`src/rtl/tlf_pkg.sv`:
```
// Shared types and constants for the text line folder.
// Holds the request, response and internal byte stream word types.
// No dependencies.
package tlf_pkg;

   // Character codes.
   localparam logic [7:0] CH_NEWLINE  = 8'd10;
   localparam logic [7:0] CH_SPACE    = 8'd32;

   // Control register reset values and limits.
   localparam logic [7:0] WIDTH_RESET = 8'd80;
   localparam logic [7:0] COLUMN_MAX  = 8'd255;

   // Control register port.
   localparam int CSR_INDEX_WIDTH = 4;
   localparam int CSR_DATA_WIDTH  = 8;
   localparam logic [CSR_INDEX_WIDTH-1:0] CSR_LINE_WIDTH      = 4'd0;
   localparam logic [CSR_INDEX_WIDTH-1:0] CSR_BREAK_AT_SPACES = 4'd1;

   // One input word.
   typedef struct packed {
      logic [7:0] in_char;
      logic       end_of_input;
   } req_word_type;

   // One output word: up to eight bytes, first byte in the low lane.
   typedef struct packed {
      logic [63:0] out_chars;
      logic [3:0]  out_count;
      logic        last_of_run;
   } rsp_word_type;

   // One byte on its way from the sequencer to the packer.
   typedef struct packed {
      logic       valid;
      logic       last;
      logic [7:0] data;
   } byte_stream_type;

endpackage

```
`src/rtl/text_line_folder.sv`:
```
// Text line folder: wraps a byte stream to a configured line width.
// Depends on tlf_pkg, tlf_line_ram, tlf_sequencer and tlf_packer.
//
// Usage: each req word carries one text byte or an end-of-input mark.
// Output bytes leave on the rsp channel packed up to eight per word, first
// byte in the low lane; last_of_run marks the final word caused by a req word.
// The csr port sets line_width (index 0) and break_at_spaces (index 1); write
// it only while the block is idle.
//
// Sequence: a plain-mode word is sent from the literal state, as its byte or,
// when a newline is inserted, as the newline and then the byte; its result is
// registered in the response register. In space mode a byte that does not
// fill the line gives no output. A break or newline streams the held bytes
// through the read port of the line store, one byte per cycle while the packer
// takes them, then the newline; after a break at a space, the kept text is
// copied to the start of the store. End of input drains the held bytes the
// same way, without a newline.
//
// Reset clears the line state, sets line_width to 80 and plain mode. The line
// store needs no clearing pass: only entries below the fill count are read.
// When the receiver stalls, the finished word holds in the output register
// and a word's final byte waits; a req word is taken once the sequencer is idle.
module text_line_folder #(
   parameter int BUFFER_DEPTH = 256
) (
   input  logic                                clock,
   input  logic                                reset,
   input  logic                                req_valid,
   output logic                                req_ready,
   input  tlf_pkg::req_word_type               req_word,
   output logic                                rsp_valid,
   input  logic                                rsp_ready,
   output tlf_pkg::rsp_word_type               rsp_word,
   input  logic                                csr_write_en,
   input  logic [tlf_pkg::CSR_INDEX_WIDTH-1:0] csr_index,
   input  logic [tlf_pkg::CSR_DATA_WIDTH-1:0]  csr_data
);
   import tlf_pkg::*;

   localparam int AW = $clog2(BUFFER_DEPTH);

   logic            ram_wr_en;
   logic [AW-1:0]   ram_wr_addr;
   logic [7:0]      ram_wr_data;
   logic            ram_rd_en;
   logic [AW-1:0]   ram_rd_addr;
   logic [7:0]      ram_rd_data;
   byte_stream_type byte_stream;
   logic            byte_ready;

   // Line store.
   tlf_line_ram #(.DEPTH(BUFFER_DEPTH)) u_line_ram (
      .clock   (clock),
      .wr_en   (ram_wr_en),
      .wr_addr (ram_wr_addr),
      .wr_data (ram_wr_data),
      .rd_en   (ram_rd_en),
      .rd_addr (ram_rd_addr),
      .rd_data (ram_rd_data)
   );

   // Control and line state.
   tlf_sequencer #(.DEPTH(BUFFER_DEPTH)) u_sequencer (
      .clock        (clock),
      .reset        (reset),
      .req_valid    (req_valid),
      .req_ready    (req_ready),
      .req_word     (req_word),
      .csr_write_en (csr_write_en),
      .csr_index    (csr_index),
      .csr_data     (csr_data),
      .ram_wr_en    (ram_wr_en),
      .ram_wr_addr  (ram_wr_addr),
      .ram_wr_data  (ram_wr_data),
      .ram_rd_en    (ram_rd_en),
      .ram_rd_addr  (ram_rd_addr),
      .ram_rd_data  (ram_rd_data),
      .byte_out     (byte_stream),
      .byte_ready   (byte_ready)
   );

   // Output packing and response register.
   tlf_packer u_packer (
      .clock      (clock),
      .reset      (reset),
      .byte_in    (byte_stream),
      .byte_ready (byte_ready),
      .rsp_valid  (rsp_valid),
      .rsp_ready  (rsp_ready),
      .rsp_word   (rsp_word)
   );

endmodule

```
`src/rtl/tlf_line_ram.sv`:
```
// Line store: byte-wide memory with one write and one read port.
// The read data is registered, so it shows in the cycle after the read enable.
// Depends on nothing.
module tlf_line_ram #(
   parameter int DEPTH = 256,
   localparam int AW = $clog2(DEPTH)
) (
   input  logic          clock,
   input  logic          wr_en,
   input  logic [AW-1:0] wr_addr,
   input  logic [7:0]    wr_data,
   input  logic          rd_en,
   input  logic [AW-1:0] rd_addr,
   output logic [7:0]    rd_data
);

   logic [7:0] store_ff [DEPTH];
   logic [7:0] rd_data_ff;

   // Write port.
   always_ff @(posedge clock) begin
      if (wr_en) begin
         store_ff[wr_addr] <= wr_data;
      end
   end

   // Read port; the data register holds while no read is issued.
   always_ff @(posedge clock) begin
      if (rd_en) begin
         rd_data_ff <= store_ff[rd_addr];
      end
   end

   assign rd_data = rd_data_ff;

endmodule

```
`src/rtl/tlf_packer.sv`:
```
// Output packer: gathers bytes into words of up to eight and holds the
// finished word in the response register. Depends on tlf_pkg.
module tlf_packer (
   input  logic                     clock,
   input  logic                     reset,
   input  tlf_pkg::byte_stream_type byte_in,
   output logic                     byte_ready,
   output logic                     rsp_valid,
   input  logic                     rsp_ready,
   output tlf_pkg::rsp_word_type    rsp_word
);
   import tlf_pkg::*;

   logic [63:0]  acc_ff, acc_in;
   logic [2:0]   cnt_ff, cnt_in;
   logic         rsp_valid_ff, rsp_valid_in;
   rsp_word_type rsp_word_ff, rsp_word_in;

   logic [63:0]  word_next;
   logic         completes;
   logic         out_free;
   logic         take;

   // Lanes below the count come from the accumulator, the current byte
   // lands in the next lane, and the lanes above it read as zero.
   always_comb begin
      for (int k = 0; k < 8; k++) begin
         if (3'(k) < cnt_ff) begin
            word_next[k*8 +: 8] = acc_ff[k*8 +: 8];
         end else if (3'(k) == cnt_ff) begin
            word_next[k*8 +: 8] = byte_in.data;
         end else begin
            word_next[k*8 +: 8] = 8'h00;
         end
      end
   end

   assign completes  = (cnt_ff == 3'd7) || byte_in.last;
   assign out_free   = !rsp_valid_ff || rsp_ready;
   assign byte_ready = !completes || out_free;
   assign take       = byte_in.valid && byte_ready;

   // Accumulate, or hand a full or final word to the response register.
   always_comb begin
      acc_in       = acc_ff;
      cnt_in       = cnt_ff;
      rsp_word_in  = rsp_word_ff;
      rsp_valid_in = rsp_valid_ff && !rsp_ready;
      if (take) begin
         if (completes) begin
            cnt_in                  = 3'd0;
            rsp_valid_in            = 1'b1;
            rsp_word_in.out_chars   = word_next;
            rsp_word_in.out_count   = {1'b0, cnt_ff} + 4'd1;
            rsp_word_in.last_of_run = byte_in.last;
         end else begin
            acc_in[{cnt_ff, 3'b000} +: 8] = byte_in.data;
            cnt_in                        = cnt_ff + 3'd1;
         end
      end
   end

   always_ff @(posedge clock) begin
      if (reset) begin
         cnt_ff       <= 3'd0;
         rsp_valid_ff <= 1'b0;
      end else begin
         cnt_ff       <= cnt_in;
         rsp_valid_ff <= rsp_valid_in;
      end
   end

   always_ff @(posedge clock) begin
      acc_ff      <= acc_in;
      rsp_word_ff <= rsp_word_in;
   end

   assign rsp_valid = rsp_valid_ff;
   assign rsp_word  = rsp_word_ff;

endmodule

```
`src/rtl/tlf_sequencer.sv`:
```
// Sequencer: control registers, line state and the state machine that
// drains, breaks and compacts the line store. Depends on tlf_pkg.
module tlf_sequencer #(
   parameter int DEPTH = 256,
   localparam int AW = $clog2(DEPTH)
) (
   input  logic                                   clock,
   input  logic                                   reset,
   input  logic                                   req_valid,
   output logic                                   req_ready,
   input  tlf_pkg::req_word_type                  req_word,
   input  logic                                   csr_write_en,
   input  logic [tlf_pkg::CSR_INDEX_WIDTH-1:0]    csr_index,
   input  logic [tlf_pkg::CSR_DATA_WIDTH-1:0]     csr_data,
   output logic                                   ram_wr_en,
   output logic [AW-1:0]                          ram_wr_addr,
   output logic [7:0]                             ram_wr_data,
   output logic                                   ram_rd_en,
   output logic [AW-1:0]                          ram_rd_addr,
   input  logic [7:0]                             ram_rd_data,
   output tlf_pkg::byte_stream_type               byte_out,
   input  logic                                   byte_ready
);
   import tlf_pkg::*;

   localparam int CW = (AW > 8) ? AW : 8;

   typedef enum logic [3:0] {
      ST_IDLE  = 4'b0001,
      ST_DRAIN = 4'b0010,
      ST_TAIL  = 4'b0100,
      ST_MOVE  = 4'b1000
   } seq_state_type;

   seq_state_type state_ff, state_in;

   logic [7:0]    width_ff, width_in;
   logic          spaces_ff, spaces_in;
   logic [AW-1:0] fill_ff, fill_in;
   logic [AW-1:0] spos_ff, spos_in;
   logic          sseen_ff, sseen_in;
   logic [7:0]    col_ff, col_in;

   logic [AW-1:0] rd_addr_ff, rd_addr_in;
   logic [AW-1:0] rd_left_ff, rd_left_in;
   logic          pend_ff, pend_in;
   logic          pend_last_ff, pend_last_in;
   logic          add_nl_ff, add_nl_in;
   logic [7:0]    lit0_ff, lit0_in;
   logic [7:0]    lit1_ff, lit1_in;
   logic          lit_pair_ff, lit_pair_in;
   logic [AW-1:0] mv_src_ff, mv_src_in;
   logic [AW-1:0] mv_dst_ff, mv_dst_in;
   logic [AW-1:0] mv_left_ff, mv_left_in;
   logic          mv_pend_ff, mv_pend_in;

   // Decode of the incoming byte against the line state.
   logic          accept;
   logic          is_nl;
   logic          is_sp;
   logic          sseen_n;
   logic [AW-1:0] spos_n;
   logic          store_en;
   logic [AW-1:0] fill_n;
   logic          brk;
   logic          at_space;
   logic [AW-1:0] keep_n;
   logic          take;
   logic          issue;

   assign req_ready = (state_ff == ST_IDLE);
   assign accept    = req_valid && req_ready;
   assign is_nl     = (req_word.in_char == CH_NEWLINE);
   assign is_sp     = (req_word.in_char == CH_SPACE);
   assign sseen_n   = sseen_ff || is_sp;
   assign spos_n    = is_sp ? fill_ff : spos_ff;
   assign store_en  = (fill_ff < AW'(DEPTH - 1));
   assign fill_n    = store_en ? fill_ff + AW'(1) : fill_ff;
   assign brk       = (CW'(fill_n) >= CW'(width_ff));
   assign at_space  = sseen_n && (spos_n < fill_n);
   assign keep_n    = fill_n - spos_n - AW'(1);

   assign take  = pend_ff && byte_ready;
   assign issue = (rd_left_ff != '0) && (!pend_ff || take);

   // Configuration writes.
   always_comb begin
      width_in  = width_ff;
      spaces_in = spaces_ff;
      if (csr_write_en) begin
         if (csr_index == CSR_LINE_WIDTH) begin
            width_in = csr_data;
         end else if (csr_index == CSR_BREAK_AT_SPACES) begin
            spaces_in = csr_data[0];
         end
      end
   end

   // Main state machine.
   always_comb begin
      state_in     = state_ff;
      fill_in      = fill_ff;
      spos_in      = spos_ff;
      sseen_in     = sseen_ff;
      col_in       = col_ff;
      rd_addr_in   = rd_addr_ff;
      rd_left_in   = rd_left_ff;
      pend_in      = pend_ff;
      pend_last_in = pend_last_ff;
      add_nl_in    = add_nl_ff;
      lit0_in      = lit0_ff;
      lit1_in      = lit1_ff;
      lit_pair_in  = lit_pair_ff;
      mv_src_in    = mv_src_ff;
      mv_dst_in    = mv_dst_ff;
      mv_left_in   = mv_left_ff;
      mv_pend_in   = 1'b0;
      ram_wr_en    = 1'b0;
      ram_wr_addr  = fill_ff;
      ram_wr_data  = req_word.in_char;
      ram_rd_en    = 1'b0;
      ram_rd_addr  = rd_addr_ff;
      byte_out     = '0;

      unique case (state_ff)
         ST_IDLE: begin
            if (accept) begin
               rd_addr_in  = '0;
               mv_dst_in   = '0;
               mv_left_in  = '0;
               lit0_in     = CH_NEWLINE;
               lit_pair_in = 1'b0;
               if (req_word.end_of_input) begin
                  // Flush the held line without a newline, then start over.
                  rd_left_in = fill_ff;
                  add_nl_in  = 1'b0;
                  fill_in    = '0;
                  spos_in    = '0;
                  sseen_in   = 1'b0;
                  col_in     = 8'd0;
                  state_in   = (fill_ff != '0) ? ST_DRAIN : ST_IDLE;
               end else if (!spaces_ff) begin
                  // Plain mode: one or two literal bytes.
                  if (is_nl) begin
                     col_in = 8'd0;
                  end else if (col_ff >= width_ff) begin
                     lit1_in     = req_word.in_char;
                     lit_pair_in = 1'b1;
                     col_in      = 8'd1;
                  end else begin
                     lit0_in = req_word.in_char;
                     col_in  = (col_ff < COLUMN_MAX) ? col_ff + 8'd1 : col_ff;
                  end
                  state_in = ST_TAIL;
               end else if (is_nl) begin
                  // Space mode newline: emit the held line and the newline.
                  rd_left_in = fill_ff;
                  add_nl_in  = 1'b1;
                  fill_in    = '0;
                  spos_in    = '0;
                  sseen_in   = 1'b0;
                  state_in   = (fill_ff != '0) ? ST_DRAIN : ST_TAIL;
               end else begin
                  // Space mode byte: store it, then break if the line is full.
                  ram_wr_en = store_en;
                  if (brk) begin
                     add_nl_in = 1'b1;
                     sseen_in  = 1'b0;
                     spos_in   = '0;
                     if (at_space) begin
                        rd_left_in = spos_n;
                        mv_left_in = keep_n;
                        mv_src_in  = spos_n + AW'(1);
                        fill_in    = keep_n;
                        state_in   = (spos_n != '0) ? ST_DRAIN : ST_TAIL;
                     end else begin
                        rd_left_in = fill_n;
                        fill_in    = '0;
                        state_in   = (fill_n != '0) ? ST_DRAIN : ST_TAIL;
                     end
                  end else begin
                     fill_in  = fill_n;
                     sseen_in = sseen_n;
                     spos_in  = spos_n;
                  end
               end
            end
         end

         ST_DRAIN: begin
            // Stream stored bytes; a read is issued only when its data
            // register is free or being taken.
            byte_out.valid = pend_ff;
            byte_out.last  = pend_last_ff;
            byte_out.data  = ram_rd_data;
            ram_rd_en      = issue;
            ram_rd_addr    = rd_addr_ff;
            pend_in        = issue || (pend_ff && !take);
            if (issue) begin
               rd_addr_in   = rd_addr_ff + AW'(1);
               rd_left_in   = rd_left_ff - AW'(1);
               pend_last_in = (rd_left_ff == AW'(1)) && !add_nl_ff;
            end
            if ((rd_left_ff == '0) && take) begin
               state_in = add_nl_ff ? ST_TAIL : ST_IDLE;
            end
         end

         ST_TAIL: begin
            // Literal bytes: a newline, a plain byte, or a newline and a byte.
            byte_out.valid = 1'b1;
            byte_out.last  = !lit_pair_ff;
            byte_out.data  = lit0_ff;
            if (byte_ready) begin
               if (lit_pair_ff) begin
                  lit0_in     = lit1_ff;
                  lit_pair_in = 1'b0;
               end else begin
                  state_in = (mv_left_ff != '0) ? ST_MOVE : ST_IDLE;
               end
            end
         end

         ST_MOVE: begin
            // Copy the text after the break down to the start of the store.
            // Reads run ahead of writes and never see a moved entry.
            ram_rd_en   = (mv_left_ff != '0);
            ram_rd_addr = mv_src_ff;
            mv_pend_in  = (mv_left_ff != '0);
            ram_wr_en   = mv_pend_ff;
            ram_wr_addr = mv_dst_ff;
            ram_wr_data = ram_rd_data;
            if (mv_left_ff != '0) begin
               mv_src_in  = mv_src_ff + AW'(1);
               mv_left_in = mv_left_ff - AW'(1);
            end
            if (mv_pend_ff) begin
               mv_dst_in = mv_dst_ff + AW'(1);
               if (mv_left_ff == '0) begin
                  state_in = ST_IDLE;
               end
            end
         end

         default: begin
            state_in = ST_IDLE;
         end
      endcase
   end

   always_ff @(posedge clock) begin
      if (reset) begin
         state_ff     <= ST_IDLE;
         width_ff     <= WIDTH_RESET;
         spaces_ff    <= 1'b0;
         fill_ff      <= '0;
         spos_ff      <= '0;
         sseen_ff     <= 1'b0;
         col_ff       <= 8'd0;
         rd_addr_ff   <= '0;
         rd_left_ff   <= '0;
         pend_ff      <= 1'b0;
         pend_last_ff <= 1'b0;
         add_nl_ff    <= 1'b0;
         lit_pair_ff  <= 1'b0;
         mv_src_ff    <= '0;
         mv_dst_ff    <= '0;
         mv_left_ff   <= '0;
         mv_pend_ff   <= 1'b0;
      end else begin
         state_ff     <= state_in;
         width_ff     <= width_in;
         spaces_ff    <= spaces_in;
         fill_ff      <= fill_in;
         spos_ff      <= spos_in;
         sseen_ff     <= sseen_in;
         col_ff       <= col_in;
         rd_addr_ff   <= rd_addr_in;
         rd_left_ff   <= rd_left_in;
         pend_ff      <= pend_in;
         pend_last_ff <= pend_last_in;
         add_nl_ff    <= add_nl_in;
         lit_pair_ff  <= lit_pair_in;
         mv_src_ff    <= mv_src_in;
         mv_dst_ff    <= mv_dst_in;
         mv_left_ff   <= mv_left_in;
         mv_pend_ff   <= mv_pend_in;
      end
   end

   // Literal bytes are payload and need no reset.
   always_ff @(posedge clock) begin
      lit0_ff <= lit0_in;
      lit1_ff <= lit1_in;
   end

endmodule

```
`config.mk`:
```
export PLATFORM = sky130hd
export DESIGN_NAME = text_line_folder
export DESIGN_NICKNAME = d
export VERILOG_FILES = /design/src/rtl/tlf_pkg.sv /design/src/rtl/text_line_folder.sv /design/src/rtl/tlf_line_ram.sv /design/src/rtl/tlf_packer.sv /design/src/rtl/tlf_sequencer.sv
export SDC_FILE = /design/constraint.sdc
export NUM_CORES = 2
export LEC_CHECK = 0
export BUFFER_PORTS_ARGS = -buffer_cell sky130_fd_sc_hd__buf_2
export CAP_MARGIN = 10
export CORE_MARGIN = 2
export CORE_UTILIZATION = 47
export DETAILED_ROUTE_END_ITERATION = 10
export PLACE_DENSITY = 0.62
export SKIP_CTS_REPAIR_TIMING = 1
export SYNTH_ARGS = -nofsm -noshare
export SYNTH_HDL_FRONTEND = slang
export SYNTH_SLANG_ARGS = --single-unit
```
`constraint.sdc`:
```
create_clock -name clock -period 14.3 [get_ports clock]
set_input_delay 2.145 -clock clock [delete_from_list [all_inputs] [get_ports clock]]
set_output_delay 2.145 -clock clock [all_outputs]
set_load 0.02 [all_outputs]
```
# Word level (Yosys, flattened, before mapping)
# Memories as Yosys holds them, arrays and structs flattened. A register that Yosys moved wholly into a read port is not among the register bits.
# Cells that the tools add are included.
[totals]
memories = 1
input_bits = 26
register_bits = 236
word_cells = 266
mem_bits_rw = 2048
[mem_list]
columns = ["name", "words", "width", "rd", "rd_clocked_by_memory_dff", "write_ports", "line", "rtl"]
rows = [
  ["u_line_ram.store_ff", 256, 8, 1, 1, 1, "tlf_line_ram.sv:17", "logic [7:0] store_ff [DEPTH];"],
]
[op_classes]
magnitude_cmp = 13
bitwise = 6
muxes = 117
add_sub_neg = 13
n_eq_ne = 34
n_reduce_logical = 55
shift = 2
[op_table]
columns = ["op", "count"]
rows = [
  ["2-to-1 mux 8 bit", 65],
  ["case mux 8 bit (2 select lines)", 6],
  ["bitwise mux 64 bit", 1],
  ["variable shift 8 x 8 -> 64 bit (first input constant)", 1],
  ["variable part select 8 x 8 -> 64 bit", 1],
  ["adder 8 x 1 -> 8 bit (second input constant)", 6],
  ["2-to-1 mux 4 bit", 12],
  ["nonzero test 8 bit", 5],
  ["subtractor 8 x 1 -> 8 bit (second input constant)", 3],
  ["2-to-1 mux 1 bit", 22],
  ["case mux 10 bit (2 select lines)", 1],
  ["AND reduction 3 bit", 6],
  ["greater-or-equal comparator 8 bit", 2],
  ["zero test 8 bit", 2],
  ["less-than comparator 8 bit (second input constant)", 2],
  ["!= test 2 bit (second input constant)", 8],
  ["case mux 4 bit (4 select lines)", 1],
  ["2-to-1 mux 3 bit", 5],
  ["!= test 2 x 1 -> 1 bit (second input constant)", 7],
  ["== test 3 bit (first input constant)", 4],
  ["less-than comparator 3 bit (first input constant)", 4],
  ["AND reduction 4 bit", 3],
  ["logical AND 1 bit", 9],
  ["== test 4 x 1 -> 1 bit (second input constant)", 2],
  ["other kinds (35)", 62],
]

# Logic depth before layout (Yosys ltp)
[logic_depth]
word_depth = 11
depth_mapped = 16
mapped_depth_nobuf = 14

# Cells and area by module
# Synthesis repeated with hierarchy kept, for this count alone.
[hier_totals]
cells_unflattened = 5045
area_unflattened_um2 = 91954.4
[modules_own_cells]
columns = ["mod", "n_inst", "cells_per_inst", "area_each_um2"]
rows = [
  ["tlf_line_ram", 1, 3733, 79636.4],
  ["tlf_sequencer", 1, 862, 6779.0],
  ["tlf_packer", 1, 450, 5539.1],
]

# Least setup slack after synthesis
# No wires, ideal clock.
[synth_timing]
path_kind = "input port to flip-flop"
from = "input port req_word[2] (netlist name)"
to = "memory u_line_ram.store_ff[0][1], data pin"
path_stages = 2
slack_ns = 0.018
setup_time_ns = 2.189
n_path_buf = 0
t_arrival_ns = 12.093
path_cell_list = "inv_1 o21ai_0"
[synth_via]
elab_chain_len = 1
[synth_lines]
columns = ["element", "line", "rtl"]
rows = [
  ["from (decl)", "text_line_folder.sv:30", "input tlf_pkg::req_word_type req_word,"],
  ["2-to-1 mux 8 bit", "tlf_sequencer.sv:125", "unique case (state_ff)"],
  ["net ram_wr_data[1]", "text_line_folder.sv:44", "logic [7:0] ram_wr_data;"],
  ["to (decl)", "tlf_line_ram.sv:17", ""],
]
# The timed path passes the listed nets, and every way through them passes these cells.

# Worst setup path in the final report
[layout_timing]
from = "register u_sequencer.state_ff[2]"
to = "register u_line_ram.rd_data_ff[5], in the netlist u_line_ram.rd_data[5] (read register of u_line_ram.store_ff), data pin"
[layout_via]
elab_chain_len = 9
elab_cells_between_ends = 12
[layout_lines]
columns = ["element", "line", "rtl"]
rows = [
  ["from (decl)", "tlf_sequencer.sv:35", "seq_state_type state_ff, state_in;"],
  ["from (signal assigned)", "tlf_sequencer.sv:271", "state_ff <= state_in;"],
  ["== test 4 x 3 -> 1 bit / == test 4 x 2 -> 1 bit (equally long branches)", "tlf_sequencer.sv:125", ""],
  ["case mux 10 bit (2 select lines)", "tlf_sequencer.sv:125", ""],
  ["logical OR 1 bit", "tlf_packer.sv:38", "assign completes = (cnt_ff == 3'd7) || byte_in.last;"],
  ["zero test 1 bit", "tlf_packer.sv:40", "assign byte_ready = !completes || out_free;"],
  ["logical OR 1 bit", "tlf_packer.sv:40", ""],
  ["logical AND 1 bit", "tlf_sequencer.sv:83", "assign take = pend_ff && byte_ready;"],
  ["logical OR 1 bit", "tlf_sequencer.sv:84", "assign issue = (rd_left_ff != '0) && (!pend_ff || take);"],
  ["logical AND 1 bit", "tlf_sequencer.sv:84", ""],
  ["case mux 1 bit (2 select lines)", "tlf_sequencer.sv:125", ""],
  ["to (decl)", "tlf_line_ram.sv:18", "logic [7:0] rd_data_ff;"],
]
# Several ways; a longest one is shown, not always the timed one.
# A chain may end at the register's enable or synchronous reset.

==> flow_metrics.env <==
export IMPL_gp_congestion=0.914
export IMPL_numClockSinks=2284
export IMPL_via_per_inst=6.30
export IMPL_ant_nets=0
export IMPL_start_util_pct=47.4
export IMPL_hold_viol=0
export IMPL_finalWirelength_um=281000
export IMPL_rr_endpoint="u_line_ram.rd_data[5]"
export IMPL_grt_ovfl_total=0
export IMPL_die_y_um=448
export IMPL_final_cell_mix="edfxtp_1 (2197), nand2_1 (1228), nor2_1 (454)"
export IMPL_p_leak_nw=33.1
export IMPL_dieArea_um2=201000
export IMPL_drt_initial_drc_count=8704
export IMPL_cts_tree="done"
export IMPL_ys_seq_area_share_pct=73.1
export IMPL_min_to="u_sequencer.mv_left_ff[1]"
export IMPL_required_ns=14.86
export IMPL_cap_violations=0
export IMPL_cp_start_kind="flip-flop"
export IMPL_setup_viol=0
export IMPL_async_flop_share_pct=0
export IMPL_antenna_found_initial=6
export IMPL_max_vdd_ir_drop_uv=135
export IMPL_grt_max_degree=197
export IMPL_syn_nets=6432
export IMPL_tns_ns=0
export IMPL_path_clk_slew_ns=0.07
export IMPL_worstMarginPinSlew_ns=1.49
export IMPL_syn_area_um2=92700
export IMPL_grt_pass1_wl_um=402000
export IMPL_relSlewSlack_pct=0.336
export IMPL_drc_errors=0
export IMPL_firstDrtPassIters=8
export IMPL_r2r_start="u_sequencer.state_ff[2]"
export IMPL_cp_max_fo=86
export IMPL_drive_gt1_share_pct=12.5
export IMPL_cp_arrival_ns=7.56
export IMPL_ff2ff_setup_slack_ns=7.30
export IMPL_fmax_mhz=143
export IMPL_ys_warn_count=0
export IMPL_slew_viol_final=0
export IMPL_max_stage_delay_ns=1.08
export IMPL_synth_avg_cell_area_um2=14.6
export IMPL_synth_area_top_cells="edfxtp_1 (71%), nand2_1 (5.0%), mux4_2 (4.8%)"
export IMPL_synth_ff_type="edfxtp_1"
export IMPL_grt_pass1_vias=54600
export IMPL_fin_nets=6500
export IMPL_min_path_cells=2
export IMPL_largest_register="u_line_ram.store_ff"
export IMPL_mostFrequentLayoutCell="edfxtp_1"
export IMPL_fp_coreArea_um2=195000
export IMPL_clockBufferDepth=3
export IMPL_period_share_pct=48.9
export IMPL_r2r_cells=14
export IMPL_fin_util_pct=52.8
export IMPL_vias=58300
export IMPL_root_buffer="clkbuf_16"
export IMPL_powerDensity_nw_per_um2=137
export IMPL_fin_skew_ns=0.0616
export IMPL_crit_chain="or4b_4 > buf_4 > mux2_8 > buf_4 > buf_12 > nor2_4 > buf_4 > buf_4 > a31o_2 > a21oi_1 > o31ai_1 > a41oi_1 > nor4_1 > nand4b_1"
export IMPL_wl_per_cell_um=30.4
export IMPL_synth_top_cell_area_share_pct=71.2
export IMPL_largest_reg_flops=2048
export IMPL_synth_seq_cells=2284
export IMPL_clkLatencyLatePin_ns=0.89
export IMPL_cp_slowest_cell="nor4_1"
export IMPL_numCtsBuffers=224
export IMPL_crit_type="reg2reg"
export IMPL_rsz0062_at_grt="no"
export IMPL_synth_cell_types=91
export IMPL_area_growth_synth_to_final_pct=11.4
export IMPL_holdCritStartpoint="u_sequencer.mv_left_ff[1]"
export IMPL_num_rows=162
export IMPL_dp_hpwl_um=170000
export IMPL_portBuffers=96
export IMPL_min_period_ns=7.00
export IMPL_synth_edf_count=2197
export IMPL_die_x_um=448
export IMPL_htree_levels=4
export IMPL_hp_class="reg2reg"
export IMPL_grtUsageTotal_pct=27.8
export IMPL_status="completed"
export IMPL_io_pins=97
export IMPL_cp_end_kind="flip-flop"
export IMPL_yosysTopAreaCell="edfxtp_1"
export IMPL_crit_top_cell="buf_4"
export IMPL_synthCells=6366
## synthesized netlist by cell type (11+ instances only)
| master | count |
|---|---|
| edfxtp_1 | 2197 |
| nand2_1 | 1241 |
| nor2_1 | 463 |
| nand3_1 | 413 |
| mux4_2 | 199 |
| clkbuf_1 | 198 |
| a21oi_1 | 178 |
| mux2i_1 | 149 |
| o21ai_0 | 130 |
| a31oi_1 | 119 |
| dfxtp_1 | 87 |
| nand4_1 | 85 |
| buf_2 | 74 |
| a32oi_1 | 59 |
| a22oi_1 | 50 |
| buf_1 | 44 |
| inv_1 | 43 |
| and3_1 | 40 |
| ha_1 | 39 |
| a221oi_1 | 38 |
| buf_4 | 38 |
| buf_6 | 35 |
| nor3_1 | 32 |
| a311oi_1 | 31 |
| o2111ai_1 | 29 |
| o31ai_1 | 29 |
| nand3b_1 | 20 |
| a22o_1 | 19 |
| nand2b_1 | 18 |
| o211ai_1 | 17 |
| nor4_1 | 15 |
| a41oi_1 | 14 |
| xnor2_1 | 13 |
| a211oi_1 | 12 |
| o22ai_1 | 12 |
| and2_1 | 11 |
| xor2_1 | 11 |
## how the worst max path moves through the flow
stage | startpoint | to | slack [ns] | cells after the start
final | u_sequencer.state_ff[2] | u_line_ram.rd_data[5] | 7.30 | 14
after global routing | u_sequencer.state_ff[2] | u_line_ram.rd_data[5] | 7.23 | 11
after CTS | u_sequencer.state_ff[2] | u_line_ram.rd_data[5] | 7.41 | 14
after detailed placement | req_word[3] | u_sequencer.mv_src_ff[7] | 7.40 | 13
after global placement | u_sequencer.state_ff[0] | u_line_ram.rd_data[7] | 7.02 | 12
after floorplan | req_word[2] | u_line_ram.store_ff[0][1] | 0.02 | 2
## per-layer routing
metal  routed length [µm]  track usage [%]  vias up  part of all wire, %
li1                     -                -    24400                    -
met1               111000             39.7    29600                   39
met2               129000             42.6     3728                   46
met3                30700             5.48      530                   11
met4                10700             9.80       12                  3.8
met5                   71                0        -                0.025
## cell families (layout without fill, tap and decap cells)
| kind of cell | after synthesis | after routing | share of synthesized area, % |
|---|---|---|---|
| AO/OA/AOI/OAI | 812 | 812 | 5.92 |
| XOR/XNOR | 24 | 24 | 0.227 |
| adder cells (fa/ha/maj) | 42 | 42 | 0.570 |
| buffers and inverters | 438 | 696 | 2.33 |
| flip-flops | 2284 | 2284 | 73.1 |
| multiplexers | 364 | 364 | 6.71 |
| other | 0 | 1 | 0 |
| AND/OR/NAND/NOR | 2402 | 2402 | 11.2 |
## area by class of cell
type	instances	area, µm²
multi-input combinational	3644	23100
clock buffer	262	5750
sequential	2284	67700
antenna	1	2.50
fill	16100	92100
inverter	46	173
clock inverter	154	1570
tap	2624	3280
timing repair buffer	234	1680
## through the flow
| stage | hold slack (ns) | setup WS, ns | instance area, µm² | power, W | std cells |
|---|---|---|---|---|---|
| final | 0.494 | 7.30 | 103000 | 0.0141 | 9249 |
| after global routing | 0.523 | 7.23 | 103000 | 0.0145 | 9249 |
| after CTS | 0.499 | 7.41 | 103000 | 0.0142 | 9246 |
| after detailed placement | 0.487 | 7.40 | 95900 | 0.00837 | 8830 |
| after global placement | 0.473 | 7.02 | 95900 | 0.00836 | 8827 |
| after floorplan | 0.453 | 0.0182 | 92700 | 0.00813 | 6366 |
## critical path, delay by kind of cell (launching register included)
family          cells  cell delay (ns)
buf+inv             5             2.49
mux                 1             0.61
simple gates        4             1.70
flops               1             0.54
compound gates      4             1.00
## power breakdown
group          leakage, nW  internal [W]  switching, W
Clock                 3.52       0.00324       0.00264
Combinational         9.14      0.000262      0.000617
Sequential            20.5       0.00734     0.0000136
Total                 33.1        0.0108       0.00327
Note: power is estimated with default switching activity, not from simulation.
